### src/rtl/sseg_pkg.sv
package sseg_pkg;

    typedef logic [1:0] t_kind;

    localparam t_kind KIND_NUMBER = 2'd0;
    localparam t_kind KIND_TEXT   = 2'd1;
    localparam t_kind KIND_RAW    = 2'd2;
    localparam t_kind KIND_TICK   = 2'd3;

    localparam logic [7:0] SEG_BLANK = 8'h00;
    localparam logic [7:0] SEG_DASH  = 8'h40;
    localparam logic [7:0] SEG_UNDER = 8'h08;
    localparam logic [7:0] SEG_DP    = 8'h80;
    localparam logic [7:0] SEG_OVR_0 = 8'h3f;
    localparam logic [7:0] SEG_OVR_V = 8'h3e;
    localparam logic [7:0] SEG_OVR_E = 8'h79;
    localparam logic [7:0] SEG_OVR_R = 8'h50;

    localparam logic signed [15:0] NUM_MAX = 16'sd9999;
    localparam logic signed [15:0] NUM_MIN = -16'sd999;

    // Reciprocal constants: x / 100 = (x * 5243) >> 19 for x below 43699,
    // x / 10 = (x * 103) >> 10 for x below 179.
    localparam logic [12:0] DIV100_MUL   = 13'd5243;
    localparam int          DIV100_SHIFT = 19;
    localparam logic [6:0]  DIV10_MUL    = 7'd103;
    localparam int          DIV10_SHIFT  = 10;
    localparam logic [6:0]  DEC_BASE     = 7'd10;
    localparam logic [13:0] DEC_HUNDRED  = 14'd100;

    localparam logic [2:0] DP_MAX     = 3'd4;
    localparam int         SER_BITS   = 16;
    localparam int         SER_CNT_W  = $clog2(SER_BITS + 1);
    localparam logic [3:0] MAX_CHARS  = 4'd4;

    typedef struct packed {
        t_kind             kind;
        logic signed [15:0] number;
        logic [3:0][7:0]   chars;   // index 0 is the first character
        logic [3:0]        len;
    } t_item;

    typedef struct packed {
        t_kind           kind;
        logic [3:0][7:0] chars;
        logic [3:0]      len;
        logic            over;
        logic            under;
        logic            neg;
        logic [3:0]      thou;
        logic [3:0]      hun;
        logic [6:0]      rem;       // magnitude modulo 100
    } t_split;

    typedef struct packed {
        logic        load;
        logic [15:0] word;
    } t_ser_load;

    function automatic logic [7:0] char_seg(input logic [7:0] ch);
        logic [7:0] seg;
        unique case (ch)
            "_": seg = 8'h08;
            "^": seg = 8'h01;
            "-": seg = 8'h40;
            "*": seg = 8'h63;
            " ": seg = 8'h00;
            "A": seg = 8'h77;
            "a": seg = 8'h5f;
            "B", "b": seg = 8'h7c;
            "C": seg = 8'h39;
            "c": seg = 8'h58;
            "D", "d": seg = 8'h5e;
            "E", "e": seg = 8'h79;
            "F", "f": seg = 8'h71;
            "G", "g": seg = 8'h35;
            "H": seg = 8'h76;
            "h": seg = 8'h74;
            "I": seg = 8'h06;
            "i": seg = 8'h04;
            "J": seg = 8'h1e;
            "j": seg = 8'h16;
            "K", "k": seg = 8'h75;
            "L", "l": seg = 8'h38;
            "M", "m": seg = 8'h37;
            "N", "n": seg = 8'h54;
            "O", "o": seg = 8'h5c;
            "P", "p": seg = 8'h73;
            "Q": seg = 8'h7b;
            "q": seg = 8'h67;
            "R", "r": seg = 8'h50;
            "S", "s": seg = 8'h6d;
            "T", "t": seg = 8'h78;
            "U", "u": seg = 8'h1c;
            "V", "v": seg = 8'h3e;
            "W": seg = 8'h7e;
            "w": seg = 8'h2a;
            "X", "x": seg = 8'h76;
            "Y", "y": seg = 8'h6e;
            "Z", "z": seg = 8'h1b;
            "0": seg = 8'h3f;
            "1": seg = 8'h30;
            "2": seg = 8'h5b;
            "3": seg = 8'h4f;
            "4": seg = 8'h66;
            "5": seg = 8'h6d;
            "6": seg = 8'h7d;
            "7": seg = 8'h07;
            "8": seg = 8'h7f;
            "9": seg = 8'h6f;
            default: seg = SEG_BLANK;
        endcase
        return seg;
    endfunction

    function automatic logic [7:0] digit_seg(input logic [3:0] d);
        return char_seg({4'h3, d});
    endfunction

    // One-hot digit mask of a decimal point position; zero means none.
    function automatic logic [3:0] dp_mask(input logic [2:0] dp);
        logic [3:0] m;
        unique case (dp)
            3'd1:    m = 4'b0001;
            3'd2:    m = 4'b0010;
            3'd3:    m = 4'b0100;
            3'd4:    m = 4'b1000;
            default: m = 4'b0000;
        endcase
        return m;
    endfunction

endpackage

### src/rtl/sseg_in_if.sv
interface sseg_in_if;
    logic              valid;
    logic              ready;
    logic [1:0]        kind;
    logic signed [15:0] number;
    logic [7:0]        char_first;
    logic [7:0]        char_second;
    logic [7:0]        char_third;
    logic [7:0]        char_fourth;
    logic [3:0]        text_length;

    modport source (
        output valid, kind, number, char_first, char_second, char_third, char_fourth,
               text_length,
        input  ready
    );
    modport sink (
        input  valid, kind, number, char_first, char_second, char_third, char_fourth,
               text_length,
        output ready
    );
endinterface

### src/rtl/sseg_out_if.sv
interface sseg_out_if;
    logic valid;
    logic ready;
    logic serial_bit;
    logic latch;

    modport source (output valid, serial_bit, latch, input ready);
    modport sink (input valid, serial_bit, latch, output ready);
endinterface

### src/rtl/sseg_split.sv
module sseg_split (
    input  logic            i_clk,
    input  logic            i_rst_n,
    input  logic            i_en,
    input  logic            i_valid,
    input  sseg_pkg::t_item i_item,
    output logic            o_valid,
    output sseg_pkg::t_split o_split
);
    import sseg_pkg::*;

    // First stage: range check, magnitude and quotient by 100.
    logic        r_a_valid;
    t_kind       r_a_kind;
    logic [3:0][7:0] r_a_chars;
    logic [3:0]  r_a_len;
    logic        r_a_over;
    logic        r_a_under;
    logic        r_a_neg;
    logic [13:0] r_a_mag;
    logic [6:0]  r_a_q;

    logic        neg;
    logic [15:0] mag;
    logic [26:0] prod_q;

    always_comb begin
        neg    = i_item.number[15];
        mag    = neg ? (~i_item.number + 16'd1) : i_item.number;
        prod_q = 27'(mag[13:0]) * 27'(DIV100_MUL);
    end

    always_ff @(posedge i_clk) begin
        if (!i_rst_n) begin
            r_a_valid <= 1'b0;
        end else if (i_en) begin
            r_a_valid <= i_valid;
        end
    end

    always_ff @(posedge i_clk) begin
        if (i_en) begin
            r_a_kind  <= i_item.kind;
            r_a_chars <= i_item.chars;
            r_a_len   <= i_item.len;
            r_a_over  <= i_item.number > NUM_MAX;
            r_a_under <= i_item.number < NUM_MIN;
            r_a_neg   <= neg;
            r_a_mag   <= mag[13:0];
            r_a_q     <= prod_q[DIV100_SHIFT +: 7];
        end
    end

    // Second stage: remainder by 100 and the two upper digits.
    logic        r_b_valid;
    t_split      r_b;
    logic [13:0] rem_full;
    logic [13:0] prod_t;
    logic [3:0]  thou;
    logic [6:0]  hun_full;

    always_comb begin
        rem_full = r_a_mag - 14'(r_a_q) * DEC_HUNDRED;
        prod_t   = 14'(r_a_q) * 14'(DIV10_MUL);
        thou     = prod_t[DIV10_SHIFT +: 4];
        hun_full = r_a_q - 7'(thou) * DEC_BASE;
    end

    always_ff @(posedge i_clk) begin
        if (!i_rst_n) begin
            r_b_valid <= 1'b0;
        end else if (i_en) begin
            r_b_valid <= r_a_valid;
        end
    end

    always_ff @(posedge i_clk) begin
        if (i_en) begin
            r_b.kind  <= r_a_kind;
            r_b.chars <= r_a_chars;
            r_b.len   <= r_a_len;
            r_b.over  <= r_a_over;
            r_b.under <= r_a_under;
            r_b.neg   <= r_a_neg;
            r_b.thou  <= thou;
            r_b.hun   <= hun_full[3:0];
            r_b.rem   <= rem_full[6:0];
        end
    end

    assign o_valid = r_b_valid;
    assign o_split = r_b;
endmodule

### src/rtl/sseg_disp.sv
module sseg_disp (
    input  logic               i_clk,
    input  logic               i_rst_n,
    input  logic               i_en,
    input  logic               i_valid,
    input  sseg_pkg::t_split   i_split,
    input  logic               i_cfg_we,
    input  logic [2:0]         i_cfg_data,
    output sseg_pkg::t_ser_load o_load
);
    import sseg_pkg::*;

    logic [3:0][7:0] r_pat;
    logic [2:0]      r_dp;
    logic [1:0]      r_pos;

    logic [13:0]     prod_t;
    logic [3:0]      ten;
    logic [6:0]      one_full;
    logic [3:0]      one;
    logic [3:0][7:0] num_pat;
    logic [3:0][7:0] txt_pat;
    logic [3:0][7:0] raw_pat;
    logic [3:0][7:0] n_pat;
    logic [3:0]      idx_full;
    logic [2:0]      n_dp;
    logic [3:0]      cfg_mask;
    logic [3:0]      cur_mask;

    always_comb begin
        prod_t   = 14'(i_split.rem) * 14'(DIV10_MUL);
        ten      = prod_t[DIV10_SHIFT +: 4];
        one_full = i_split.rem - 7'(ten) * DEC_BASE;
        one      = one_full[3:0];

        // Leading zeros blank; the minus sign sits left of the top digit.
        num_pat[3] = (i_split.thou == 4'd0) ? SEG_BLANK : digit_seg(i_split.thou);
        num_pat[2] = (i_split.thou == 4'd0 && i_split.hun == 4'd0) ?
                     SEG_BLANK : digit_seg(i_split.hun);
        num_pat[1] = (i_split.thou == 4'd0 && i_split.hun == 4'd0 && ten == 4'd0) ?
                     SEG_BLANK : digit_seg(ten);
        num_pat[0] = digit_seg(one);
        if (i_split.neg) begin
            if (i_split.hun != 4'd0) begin
                num_pat[3] = SEG_DASH;
            end else if (ten != 4'd0) begin
                num_pat[2] = SEG_DASH;
            end else if (one != 4'd0) begin
                num_pat[1] = SEG_DASH;
            end
        end

        idx_full = 4'd0;
        for (int i = 0; i < 4; i++) begin
            idx_full   = i_split.len - 4'(i) - 4'd1;
            txt_pat[i] = (4'(i) < i_split.len) ? char_seg(i_split.chars[idx_full[1:0]])
                                                : SEG_BLANK;
        end
        if (i_split.len > MAX_CHARS) begin
            txt_pat = {SEG_OVR_0, SEG_OVR_V, SEG_OVR_E, SEG_OVR_R};
        end

        for (int i = 0; i < 4; i++) begin
            raw_pat[i] = i_split.chars[3 - i];
        end

        cur_mask = dp_mask(r_dp);
        n_pat    = r_pat;
        unique case (i_split.kind)
            KIND_NUMBER: begin
                if (i_split.over) begin
                    n_pat = {4{SEG_DASH}};
                end else if (i_split.under) begin
                    n_pat = {4{SEG_UNDER}};
                end else begin
                    n_pat = num_pat;
                    for (int i = 0; i < 4; i++) n_pat[i][7] = num_pat[i][7] | cur_mask[i];
                end
            end
            KIND_TEXT: begin
                n_pat = txt_pat;
                for (int i = 0; i < 4; i++) n_pat[i][7] = txt_pat[i][7] | cur_mask[i];
            end
            KIND_RAW: begin
                n_pat = raw_pat;
                for (int i = 0; i < 4; i++) n_pat[i][7] = raw_pat[i][7] | cur_mask[i];
            end
            KIND_TICK: begin
                n_pat = r_pat;
            end
            default: begin
                n_pat = r_pat;
            end
        endcase

        n_dp     = (i_cfg_data > DP_MAX) ? DP_MAX : i_cfg_data;
        cfg_mask = dp_mask(n_dp);
    end

    always_ff @(posedge i_clk) begin
        if (!i_rst_n) begin
            r_pat <= '0;
            r_dp  <= 3'd0;
            r_pos <= 2'd0;
        end else if (i_cfg_we) begin
            r_dp <= n_dp;
            for (int i = 0; i < 4; i++) r_pat[i] <= {cfg_mask[i], r_pat[i][6:0]};
        end else if (i_en && i_valid) begin
            if (i_split.kind == KIND_TICK) begin
                r_pos <= r_pos + 2'd1;
            end else begin
                r_pat <= n_pat;
            end
        end
    end

    assign o_load.load = i_en && i_valid && (i_split.kind == KIND_TICK);
    assign o_load.word = {~r_pat[r_pos], 4'b0000, 4'b0001 << r_pos};
endmodule

### src/rtl/sseg_ser.sv
module sseg_ser (
    input  logic                i_clk,
    input  logic                i_rst_n,
    input  sseg_pkg::t_ser_load i_load,
    output logic                o_free,
    sseg_out_if.source          o_ch
);
    import sseg_pkg::*;

    logic [SER_BITS-1:0]  r_word;
    logic [SER_CNT_W-1:0] r_cnt;
    logic                 take;

    assign take   = o_ch.valid && o_ch.ready;
    assign o_free = (r_cnt == '0) || (r_cnt == SER_CNT_W'(1) && take);

    always_ff @(posedge i_clk) begin
        if (!i_rst_n) begin
            r_cnt <= '0;
        end else if (i_load.load) begin
            r_cnt <= SER_CNT_W'(SER_BITS);
        end else if (take) begin
            r_cnt <= r_cnt - SER_CNT_W'(1);
        end
    end

    always_ff @(posedge i_clk) begin
        if (i_load.load) begin
            r_word <= i_load.word;
        end else if (take) begin
            r_word <= {r_word[SER_BITS-2:0], 1'b0};
        end
    end

    assign o_ch.valid      = (r_cnt != '0);
    assign o_ch.serial_bit = r_word[SER_BITS-1];
    assign o_ch.latch      = (r_cnt == SER_CNT_W'(1));
endmodule

### src/rtl/seven_segment_mux_driver.sv
// Four-digit multiplexed seven-segment driver for two chained shift registers.
// Requests arrive on i_in_ch: a number, up to four text characters, four raw
// segment patterns, or a scan tick. Numbers, text and raw patterns update the
// four stored digit patterns and produce nothing on the output. A scan tick
// produces sixteen output requests on o_out_ch, one bit each, MSB first: the
// inverted segment byte of the current digit, then the one-hot digit byte.
// latch is high on the sixteenth bit. The scan position then advances.
// i_cfg_we with i_cfg_data sets the decimal point digit (1 rightmost to 4
// leftmost, 0 none, larger values act as 4); write it only when idle.
// A request passes three register stages, the input register and the two split
// stages, before it updates the stored patterns or, for a tick, loads the
// shifter. One request is accepted per cycle, except that a tick waits at the
// last stage while the shifter still sends the previous word.
// When the receiver stalls, the current bit holds and requests back up into
// the pipeline until i_in_ch.ready drops. Reset blanks all digits, clears the
// decimal point, sets the scan position to the rightmost digit and empties
// the pipeline.
module seven_segment_mux_driver (
    input  logic        i_clk,
    input  logic        i_rst_n,
    sseg_in_if.sink     i_in_ch,
    sseg_out_if.source  o_out_ch,
    input  logic        i_cfg_we,
    input  logic [2:0]  i_cfg_data
);
    import sseg_pkg::*;

    logic      r_s1_valid;
    t_item     r_s1;
    logic      split_valid;
    t_split    split;
    t_ser_load ser_load;
    logic      ser_free;
    logic      en;

    // The whole pipeline moves together; it stops only when a tick in the
    // last stage cannot hand its word to the shifter.
    assign en = !(split_valid && split.kind == KIND_TICK && !ser_free);
    assign i_in_ch.ready = en;

    always_ff @(posedge i_clk) begin
        if (!i_rst_n) begin
            r_s1_valid <= 1'b0;
        end else if (en) begin
            r_s1_valid <= i_in_ch.valid;
        end
    end

    always_ff @(posedge i_clk) begin
        if (en) begin
            r_s1.kind   <= i_in_ch.kind;
            r_s1.number <= i_in_ch.number;
            r_s1.chars  <= {i_in_ch.char_fourth, i_in_ch.char_third,
                            i_in_ch.char_second, i_in_ch.char_first};
            r_s1.len    <= i_in_ch.text_length;
        end
    end

    sseg_split u_split (
        .i_clk   (i_clk),
        .i_rst_n (i_rst_n),
        .i_en    (en),
        .i_valid (r_s1_valid),
        .i_item  (r_s1),
        .o_valid (split_valid),
        .o_split (split)
    );

    sseg_disp u_disp (
        .i_clk      (i_clk),
        .i_rst_n    (i_rst_n),
        .i_en       (en),
        .i_valid    (split_valid),
        .i_split    (split),
        .i_cfg_we   (i_cfg_we),
        .i_cfg_data (i_cfg_data),
        .o_load     (ser_load)
    );

    sseg_ser u_ser (
        .i_clk   (i_clk),
        .i_rst_n (i_rst_n),
        .i_load  (ser_load),
        .o_free  (ser_free),
        .o_ch    (o_out_ch)
    );
endmodule

### src/flat_wrapper.sv
// flat-port wrapper written by rule: the top's interface ports become plain ports
module seven_segment_mux_driver_flat import sseg_pkg::*;
  (i_clk, i_rst_n, i_cfg_we, i_cfg_data, i_in_ch_valid, i_in_ch_kind, i_in_ch_number, i_in_ch_char_first, i_in_ch_char_second, i_in_ch_char_third, i_in_ch_char_fourth, i_in_ch_text_length, i_in_ch_ready, o_out_ch_valid, o_out_ch_serial_bit, o_out_ch_latch, o_out_ch_ready);
  sseg_in_if i_in_ch_i ();
  sseg_out_if o_out_ch_i ();
  input  logic i_clk;
  input  logic i_rst_n;
  input  logic i_cfg_we;
  input  logic [2:0] i_cfg_data;
  input wire logic [$bits(i_in_ch_i.valid)-1:0] i_in_ch_valid;
  input wire logic [$bits(i_in_ch_i.kind)-1:0] i_in_ch_kind;
  input wire logic [$bits(i_in_ch_i.number)-1:0] i_in_ch_number;
  input wire logic [$bits(i_in_ch_i.char_first)-1:0] i_in_ch_char_first;
  input wire logic [$bits(i_in_ch_i.char_second)-1:0] i_in_ch_char_second;
  input wire logic [$bits(i_in_ch_i.char_third)-1:0] i_in_ch_char_third;
  input wire logic [$bits(i_in_ch_i.char_fourth)-1:0] i_in_ch_char_fourth;
  input wire logic [$bits(i_in_ch_i.text_length)-1:0] i_in_ch_text_length;
  output wire logic [$bits(i_in_ch_i.ready)-1:0] i_in_ch_ready;
  output wire logic [$bits(o_out_ch_i.valid)-1:0] o_out_ch_valid;
  output wire logic [$bits(o_out_ch_i.serial_bit)-1:0] o_out_ch_serial_bit;
  output wire logic [$bits(o_out_ch_i.latch)-1:0] o_out_ch_latch;
  input wire logic [$bits(o_out_ch_i.ready)-1:0] o_out_ch_ready;
  assign i_in_ch_i.valid = i_in_ch_valid;
  assign i_in_ch_i.kind = i_in_ch_kind;
  assign i_in_ch_i.number = i_in_ch_number;
  assign i_in_ch_i.char_first = i_in_ch_char_first;
  assign i_in_ch_i.char_second = i_in_ch_char_second;
  assign i_in_ch_i.char_third = i_in_ch_char_third;
  assign i_in_ch_i.char_fourth = i_in_ch_char_fourth;
  assign i_in_ch_i.text_length = i_in_ch_text_length;
  assign i_in_ch_ready = i_in_ch_i.ready;
  assign o_out_ch_valid = o_out_ch_i.valid;
  assign o_out_ch_serial_bit = o_out_ch_i.serial_bit;
  assign o_out_ch_latch = o_out_ch_i.latch;
  assign o_out_ch_i.ready = o_out_ch_ready;
  seven_segment_mux_driver u_core (.i_clk(i_clk), .i_rst_n(i_rst_n), .i_in_ch(i_in_ch_i), .o_out_ch(o_out_ch_i), .i_cfg_we(i_cfg_we), .i_cfg_data(i_cfg_data));
endmodule
### config.mk
export PLATFORM = sky130hd
export DESIGN_NAME = seven_segment_mux_driver_flat
export DESIGN_NICKNAME = d
export VERILOG_FILES = /design/src/rtl/sseg_pkg.sv /design/src/rtl/sseg_in_if.sv /design/src/rtl/sseg_out_if.sv /design/src/rtl/sseg_split.sv /design/src/rtl/sseg_disp.sv /design/src/rtl/sseg_ser.sv /design/src/rtl/seven_segment_mux_driver.sv /design/src/flat_wrapper.sv
export SDC_FILE = /design/constraint.sdc
export NUM_CORES = 1
export LEC_CHECK = 0
export ABC_AREA = 1
export BUFFER_PORTS_ARGS = -buffer_cell sky130_fd_sc_hd__buf_2
export CORE_ASPECT_RATIO = 0.5
export CORE_MARGIN = 5
export CORE_UTILIZATION = 40
export DETAILED_ROUTE_END_ITERATION = 8
export PLACE_DENSITY = 0.61
export SLEW_MARGIN = 5
export SYNTH_ARGS = -nofsm -noshare
export SYNTH_HDL_FRONTEND = slang
export SYNTH_HIERARCHICAL = 1
export SYNTH_SLANG_ARGS = --single-unit
### constraint.sdc
create_clock -name i_clk -period 5.2 [get_ports i_clk]
set_clock_uncertainty 0.2 [all_clocks]
set_input_delay 0.78 -clock i_clk [delete_from_list [all_inputs] [get_ports i_clk]]
set_output_delay 0.78 -clock i_clk [all_outputs]
set_load 0.1 [all_outputs]
==> results of run 1 <==
[cell type report]
type / instances / share of cell area
Clock buffer: 29 / 0.0255
Tap cell: 660 / 0.0352
Multi-Input combinational cell: 1836 / 0.532
Sequential cell: 226 / 0.270
Timing Repair Buffer: 217 / 0.0646
Inverter: 425 / 0.0686
Clock inverter: 13 / 0.00485
[metal layers]
layer  up-vias  track usage  share of wire
met5         -            0        0.00025
met1      7990        0.270           0.47
met2       525        0.294           0.45
met4         2       0.0464          0.027
met3        75       0.0240          0.060
li1       8755            -              -
[cell usage after synthesis, types with 7 or more instances]
master / instances / area [um2]
o21ai_2: 21 / 184
nor2_1: 174 / 653
clkbuf_1: 16 / 60.1
a31oi_1: 13 / 81.3
dfxtp_1: 45 / 901
buf_2: 21 / 105
nor2_2: 10 / 62.6
inv_1: 395 / 1480
ha_1: 219 / 2740
o21ai_4: 7 / 114
fa_1: 78 / 1560
o21ai_0: 153 / 766
inv_2: 24 / 90.1
a21oi_1: 159 / 796
nand3_1: 149 / 746
edfxtp_1: 181 / 5440
buf_4: 14 / 105
nand2_2: 16 / 100
nand2_1: 613 / 2300
nor3_1: 16 / 80.1
xor2_1: 19 / 166
buf_6: 12 / 135
o21bai_1: 7 / 52.6
xnor2_1: 12 / 105
o211ai_1: 21 / 158
nand4_1: 26 / 163
o21ai_1: 45 / 225
[metrics by stage]
stage          std cells  TNS, ps  area, um2  worst slack, ps  hold WS, ps
6_report            3406     -629      23500             -146          211
5_1_grt             3406    -2270      23500             -356          204
3_3_place_gp        3340    -1870      21900             -286          202
2_1_floorplan       2553     -655      20200             -232          200
3_5_place_dp        3340    -2960      21900             -353          205
4_1_cts             3393     -941      23000             -205          202
[state kept, by name, indices dropped and copies added, names as in the netlist]
| signal | cells |
|---|---|
| u_core/r_s1 | 54 |
| u_core/r_s1_valid | 1 |
| u_core/u_disp/r_dp | 3 |
| u_core/u_disp/r_pat | 32 |
| u_core/u_disp/r_pos | 2 |
| u_core/u_ser/r_cnt | 5 |
| u_core/u_ser/r_word | 16 |
| u_core/u_split/o_split | 56 |
| u_core/u_split/o_valid | 1 |
| u_core/u_split/r_a_chars | 32 |
| u_core/u_split/r_a_kind | 2 |
| u_core/u_split/r_a_len | 4 |
| u_core/u_split/r_a_mag | 7 |
| u_core/u_split/r_a_neg | 1 |
| u_core/u_split/r_a_over | 1 |
| u_core/u_split/r_a_q | 7 |
| u_core/u_split/r_a_under | 1 |
| u_core/u_split/r_a_valid | 1 |
[cells by family (layout without fill, tap and decap cells)]
group	after synthesis	in the layout
other	1	4
adders and majority gates	297	297
DFF	226	226
buffers and inverters	491	684
xor gates and xnor gates	36	36
AOI/OAI and AO/OA	473	473
and+or+nand+nor	1026	1026
[final timing paths]
| check | from | slack, ps | to | depth (start not counted) |
|---|---|---|---|---|
| worst max-delay path | u_core/r_s1[36] | -150 | u_core/u_split/r_a_q[2] | 25 |
| worst min-delay path | u_core/r_s1[20] | 210 | u_core/u_split/r_a_chars[16] | 0 |
| worst max register to register | u_core/r_s1[36] | -150 | u_core/u_split/r_a_q[2] | 25 |
| worst min register to register | u_core/r_s1[20] | 210 | u_core/u_split/r_a_chars[16] | 0 |
[what timing repair did]
action / CTS / global route
setup buffers: 11 / 13
gates cloned: 0 / 0
endpoints found under the setup margin: 18 / 21
pin swaps: 33 / 65
resized for setup: 50 / 92
==> results.json, run 1 <==
{
  "drtIter0Drc": 1538,
  "via_per_inst": 5.09,
  "syn_inst": 2550,
  "synth-xor-area-share": 0.0187,
  "cts_buffers": 23,
  "yosysUniqueCellTypes": 62,
  "ant_nets": 0,
  "layout-drive-gt1-share": 0.178,
  "wl_um": 52800,
  "synth-edff-count": 181,
  "grt_max_degree": 115,
  "io_pins": 66,
  "max-slew-margin-rel": 0.457,
  "antenna_found_initial": 1,
  "final_cell_mix": "nand2_1 (592), inv_1 (372), ha_1 (189), edfxtp_1 (181), nor2_1 (155)",
  "gp_congestion": 0.932,
  "root_buffer": "clkbuf_16",
  "path_class": "reg2reg",
  "setup_violations": 7,
  "multi_input_area_mm2": 0.0125,
  "cp.arrival_ps": 5420,
  "synth_mux_area_frac": 0,
  "fp.dieArea_mm2": 0.0551,
  "die_w_um": 327,
  "cp_slowest_cell": "fa_1",
  "clk_pin_slew_ps": 70,
  "yosys.area_share.simple": 0.213,
  "cts_tree": "done",
  "period_needed_ps": 5350,
  "crit_path_start_kind": "flop",
  "ys_ff_latch": 226,
  "start_util": 0.402,
  "wl_per_cell_um": 15.5,
  "overflow": 0,
  "port_buffers": 65,
  "tightest_slew_ps": 815,
  "finish.utilization": 0.470,
  "synthesis.area_mm2": 0.0201,
  "cts_max_path_buffers": 3,
  "grt_pass1_vias": 16200,
  "insertion_delay_ps": 530,
  "hold_class": "reg2reg",
  "final_common_cell": "nand2_1",
  "layout.nets": 3088,
  "clock_sinks": 226,
  "crit_family": "adder cells",
  "path_buf_inv": 8,
  "regArea_mm2": 0.00634,
  "drc_errors": 0,
  "ys_seq_area_frac": 0.315,
  "grt_pass1_wl_um": 84200,
  "slew_violations": 0,
  "max_stage_delay_ps": 490,
  "n_fill_cell": 4820,
  "cp_max_fo": 3,
  "vias": 17300,
  "worst_setup_path_end_kind": "flop",
  "synth_top_flop_cell": "edfxtp_1",
  "hold_viol": 0,
  "synth_async_sr_flop_share": 0,
  "worstPathRequired_ps": 5270,
  "synth.avg_cell_area_um2": 7.88,
  "rsz0062_at_grt": "true",
  "antennaDiodeCount": 0,
  "postCtsHoldBufs": 0,
  "dp_hpwl_um": 41300,
  "fmax_mhz": 187,
  "ys.warnings.count": 6,
  "track_usage": 0.185,
  "cap_violations": 0,
  "cts_htree_levels": 1,
  "status": "complete, but fails checks",
  "num_rows": 58,
  "post-route-period-util": 1.03,
  "setup_slack_ps": -146,
  "core_area_mm2": 0.0499,
  "violations": "setup timing",
  "synthAdderAreaFrac": 0.214,
  "syn_to_final_growth_pct": 16.9,
  "drtPass1Iterations": 5,
  "synth_top_family_by_area": "adder cells",
  "chipHeight_um": 168,
  "synth_compound_area_frac": 0.137
}
Power of run 1 is left out: the tool's default activity adds up to more than one toggle a clock period on the data nets, which glitch-free logic cannot reach.
==> run 2, diff against run 1 <==
- CORE_UTILIZATION: 40 -> 50
- PLACE_DENSITY: 0.61 -> 0.73
==> run 2 against run 1 <==
  * The run still ends with setup timing left
  * Clock-buffer cell count down 7
  * Flip-flop and latch count unchanged
  * Fmax barely moved
  * Final area shrank 0.81%
  * Non-clock buffer count down 12
  * Core utilization grew 12 points
  * Via count grew 3.5%
  * Critical endpoint is now u_core/u_split/r_a_q[5]
  * Highest routed layer is now met4
==> results.json, run 2 (synthesis results as in run 1) <==
{
  "status": "complete, but fails checks",
  "violations": "setup timing",
  "io_pins": 66,
  "final_area_mm2": 0.0233,
  "num_rows": 51,
  "cts_htree_levels": 1,
  "clk_pin_slew_ps": 80,
  "cts_buffers": 21,
  "cap_violations": 0,
  "fmax_mhz": 187,
  "dp_hpwl_um": 40800,
  "vias": 18000,
  "layout.nets": 3074,
  "drtPass1Iterations": 7,
  "start_util": 0.511,
  "grt_max_degree": 70,
  "hold_viol": 0,
  "max-slew-margin-rel": 0.378,
  "crit_path_start_kind": "flop",
  "worstPathRequired_ps": 5290,
  "syn_to_final_growth_pct": 15.9,
  "final_common_cell": "nand2_1",
  "setup_tns_ps": -788,
  "overflow": 0,
  "wl_um": 53900,
  "layout-drive-gt1-share": 0.176,
  "via_per_inst": 5.51,
  "cp.arrival_ps": 5430,
  "dp.cells": 3198,
  "worst_setup_path_end_kind": "flop",
  "antennaDiodeCount": 0,
  "chipHeight_um": 152,
  "gp_congestion": 0.975,
  "core_area_mm2": 0.0393,
  "setup_violations": 7,
  "setup_slack_ps": -147,
  "period_needed_ps": 5350,
  "post-route-period-util": 1.03,
  "final_cell_mix": "nand2_1 (591), inv_1 (368), ha_1 (189), edfxtp_1 (181), nor2_1 (157)",
  "placed_area_mm2": 0.0217,
  "antenna_found_initial": 0,
  "cp_max_fo": 4,
  "clock_sinks": 226,
  "largest_reg_flops": 56,
  "insertion_delay_ps": 530,
  "whs_ps": 207,
  "ant_nets": 0,
  "wl_per_cell_um": 16.5,
  "port_buffers": 65,
  "root_buffer": "clkbuf_16",
  "path_class": "reg2reg",
  "fp.dieArea_mm2": 0.0445,
  "drtIter0Drc": 2060,
  "hold_class": "reg2reg",
  "die_w_um": 294,
  "grt_pass1_vias": 16600,
  "cts_max_path_buffers": 3,
  "rsz0062_at_grt": "true",
  "slew_violations": 0,
  "grt_pass1_wl_um": 85200,
  "track_usage": 0.234,
  "postCtsHoldBufs": 0,
  "cts_tree": "done",
  "fin_cells": 3260,
  "drc_errors": 0,
  "tightest_slew_ps": 927
}
-- run 2: stage by stage --
stage,setup slack [ps],util
after floorplan,-232,-
after global placement,-189,0.551
after detailed placement,-312,0.551
after CTS,-107,0.580
after global routing,-436,0.593
final,-147,0.593
-- run 2: final timing paths --
check,slack (ps),end,start,cells past startpoint
worst max-delay path,-150,u_core/u_split/r_a_q[5],u_core/r_s1[36],24
worst min-delay path,210,u_core/u_split/r_a_chars[20],u_core/r_s1[24],0
worst max register to register,-150,u_core/u_split/r_a_q[5],u_core/r_s1[36],24
worst min register to register,210,u_core/u_split/r_a_chars[20],u_core/r_s1[24],0
-- run 2: per-layer routing --
metal / vias up / global-route usage / part of all wire
li1: 8706 / - / -
met1: 8384 / 0.328 / 0.43
met2: 767 / 0.392 / 0.46
met3: 105 / 0.0291 / 0.077
met4: 0 / 0.0529 / 0.023
met5: - / 0 / 0
-- run 2: cell type report --
cell class,count,area (um2)
clock buffer,22,529
clock inverter,16,205
fill,3443,16000
inverter,425,1610
multi-input combinational,1836,12500
sequential,226,6340
tap,530,663
timing repair buffer,205,1430
-- run 2: worst max-delay path, cell delays in order (launching register included) --
cell,delay (ps)
edfxtp_1,400
inv_2,110
ha_4,150
inv_4,40
nor3_4,180
nand3_2,140
nor3_2,150
nor2_2,70
xor2_2,240
buf_4,190
ha_4,210
fa_2,530
fa_1,430
fa_1,490
inv_1,50
fa_1,490
inv_2,50
ha_4,230
a21o_1,190
a21boi_4,190
nand2_2,80
a21oi_2,150
nand2_1,60
nand2_1,50
nand2_1,40
-- run 2: repair_timing --
item	in CTS	in global routing
pin swaps	43	72
endpoints found under the setup margin	18	21
gates resized for setup	65	90
endpoints found under the hold margin	0	0
buffers inserted	14	11
Power of run 2 is left out for the same reason.
==> run 3, diff against run 2 <==
- PLACE_DENSITY: 0.73 -> 0.7
- clock period: 5.2 -> 5.6 ns (I/O delays scaled with it)
==> run 3 against run 2 <==
  * The run now ends clean
  * Global-route usage decreased by 0.70 points
  * First-iteration DRC count decreased by 13%
  * Clock-buffer cell count up 3
  * Core utilization down 2.5 points
  * Register-to-register slack better by 170 ps
  * Routed wire length shrank 3.0%
  * Hold slack worse by 8.0 ps
  * Critical path type unchanged
  * Largest cell class unchanged
==> results.json, run 3 (synthesis results as in run 1) <==
{
  "reg2reg_slack_ps": 20,
  "max-slew-margin-rel": 0.305,
  "worstReg2RegStart": "u_core/r_s1[36]",
  "worstHoldEndpoint": "u_core/u_split/r_a_chars[8]",
  "clock_sinks": 226,
  "cp.arrival_ps": 5650,
  "track_usage": 0.227,
  "antenna_found_initial": 0,
  "cp_max_fo": 4,
  "antennaDiodeCount": 0,
  "cap_violations": 0,
  "dp_hpwl_um": 40200,
  "grt_max_degree": 83,
  "path_class": "reg2reg",
  "grt_pass1_wl_um": 82300,
  "io_pins": 66,
  "start_util": 0.511,
  "overflow": 0,
  "period_needed_ps": 5580,
  "worstPathRequired_ps": 5680,
  "fmax_mhz": 179,
  "fin_cells": 3188,
  "worst_setup_path_end_kind": "flop",
  "rsz0062_at_grt": "true",
  "root_buffer": "clkbuf_16",
  "min-delay-start": "u_core/r_s1[12]",
  "status": "finished, final reports clean",
  "grt_pass1_vias": 16000,
  "layout-drive-gt1-share": 0.124,
  "hold_viol": 0,
  "gp_congestion": 0.961,
  "cts_tree": "done",
  "num_rows": 51,
  "wl_per_cell_um": 16.4,
  "ff2ff_path_depth": 26,
  "port_buffers": 65,
  "hold_path_depth": 0,
  "vias": 17400,
  "clk_pin_slew_ps": 70,
  "cts_buffers": 23,
  "n_fill_cell": 3619,
  "dp.cells": 3125,
  "largest_reg_flops": 56,
  "crit_path_start_kind": "flop",
  "cts_max_path_buffers": 3,
  "via_per_inst": 5.46,
  "chipHeight_um": 152,
  "layout.nets": 3003,
  "insertion_delay_ps": 530,
  "slew_violations": 0,
  "wl_um": 52300,
  "tightest_slew_ps": 1040,
  "drtIter0Drc": 1785,
  "post-route-period-util": 0.996,
  "r2r-end": "u_core/u_split/r_a_q[6]",
  "ant_nets": 0,
  "die_w_um": 294,
  "drtPass1Iterations": 6,
  "setup_violations": 0,
  "final_cell_mix": "nand2_1 (603), inv_1 (381), ha_1 (211), edfxtp_1 (181), nor2_1 (166)",
  "core_area_mm2": 0.0393,
  "cts_htree_levels": 1,
  "hold_class": "reg2reg",
  "fp.dieArea_mm2": 0.0445,
  "drc_errors": 0,
  "syn_to_final_growth_pct": 10.9,
  "final_common_cell": "nand2_1"
}
-- run 3: how the worst max path moves through the flow --
stage                     depth (start not counted)             from  slack [ps]                       to
after global routing                             26  u_core/r_s1[36]        -150  u_core/u_split/r_a_q[6]
after floorplan                                  23  u_core/r_s1[36]           9  u_core/u_split/r_a_q[5]
after detailed placement                         25  u_core/r_s1[36]         -70  u_core/u_split/r_a_q[5]
final                                            26  u_core/r_s1[36]          20  u_core/u_split/r_a_q[6]
after global placement                           26  u_core/r_s1[36]          40  u_core/u_split/r_a_q[6]
after CTS                                        23  u_core/r_s1[36]           7  u_core/u_split/r_a_q[5]
-- run 3: timing repair --
action,in CTS,in global routing
gates resized for setup,3,75
gates cloned,0,0
hold buffers,0,0
pin swaps,3,25
hold endpoints to repair,0,0
setup buffers,0,24
setup endpoints to repair,6,21
-- run 3: layout make-up --
type / instances / area [um2] / area share
Timing Repair Buffer: 132 / 881 / 0.0395
Inverter: 425 / 1610 / 0.0723
Multi-Input combinational cell: 1836 / 12100 / 0.541
Sequential cell: 226 / 6340 / 0.284
Clock inverter: 14 / 159 / 0.00713
Clock buffer: 25 / 583 / 0.0262
Tap cell: 530 / 663 / 0.0297
-- run 3: critical path, cell delays in order, from the launching register on --
cell	delay [ps]
edfxtp_1	400
inv_2	110
ha_4	160
inv_4	40
nor3_4	140
nand3_2	130
nor3_2	150
nor2_1	90
xor2_2	180
buf_4	160
fa_1	490
inv_2	50
ha_4	260
inv_2	30
fa_1	540
fa_1	440
fa_1	530
inv_2	50
ha_4	260
nand2_2	60
nor2_1	110
inv_1	90
nor4_4	290
nand2_1	100
and2_1	170
nand3_1	60
nand2_1	50
-- run 3: routing by layer --
layer / share of wire / track usage / vias up
met5: 0 / 0 / -
met4: 0.021 / 0.0416 / 0
met3: 0.067 / 0.0318 / 90
met2: 0.46 / 0.382 / 564
met1: 0.45 / 0.319 / 8170
li1: - / - / 8583
-- run 3: through the flow --
| step | hold WS, ps | setup slack [ps] | cell area, um2 | setup TNS, ps | util |
|---|---|---|---|---|---|
| final | 199 | 21.0 | 22300 | 0 | 0.567 |
| after global routing | 204 | -152 | 22300 | -464 | 0.567 |
| after CTS | 199 | 6.79 | 21800 | 0 | 0.554 |
| after detailed placement | 205 | -71.9 | 21000 | -150 | 0.535 |
| after global placement | 201 | 42.7 | 21000 | 0 | 0.535 |
| after floorplan | 200 | 8.64 | 20100 | 0 | - |
Power of run 3 is left out for the same reason.
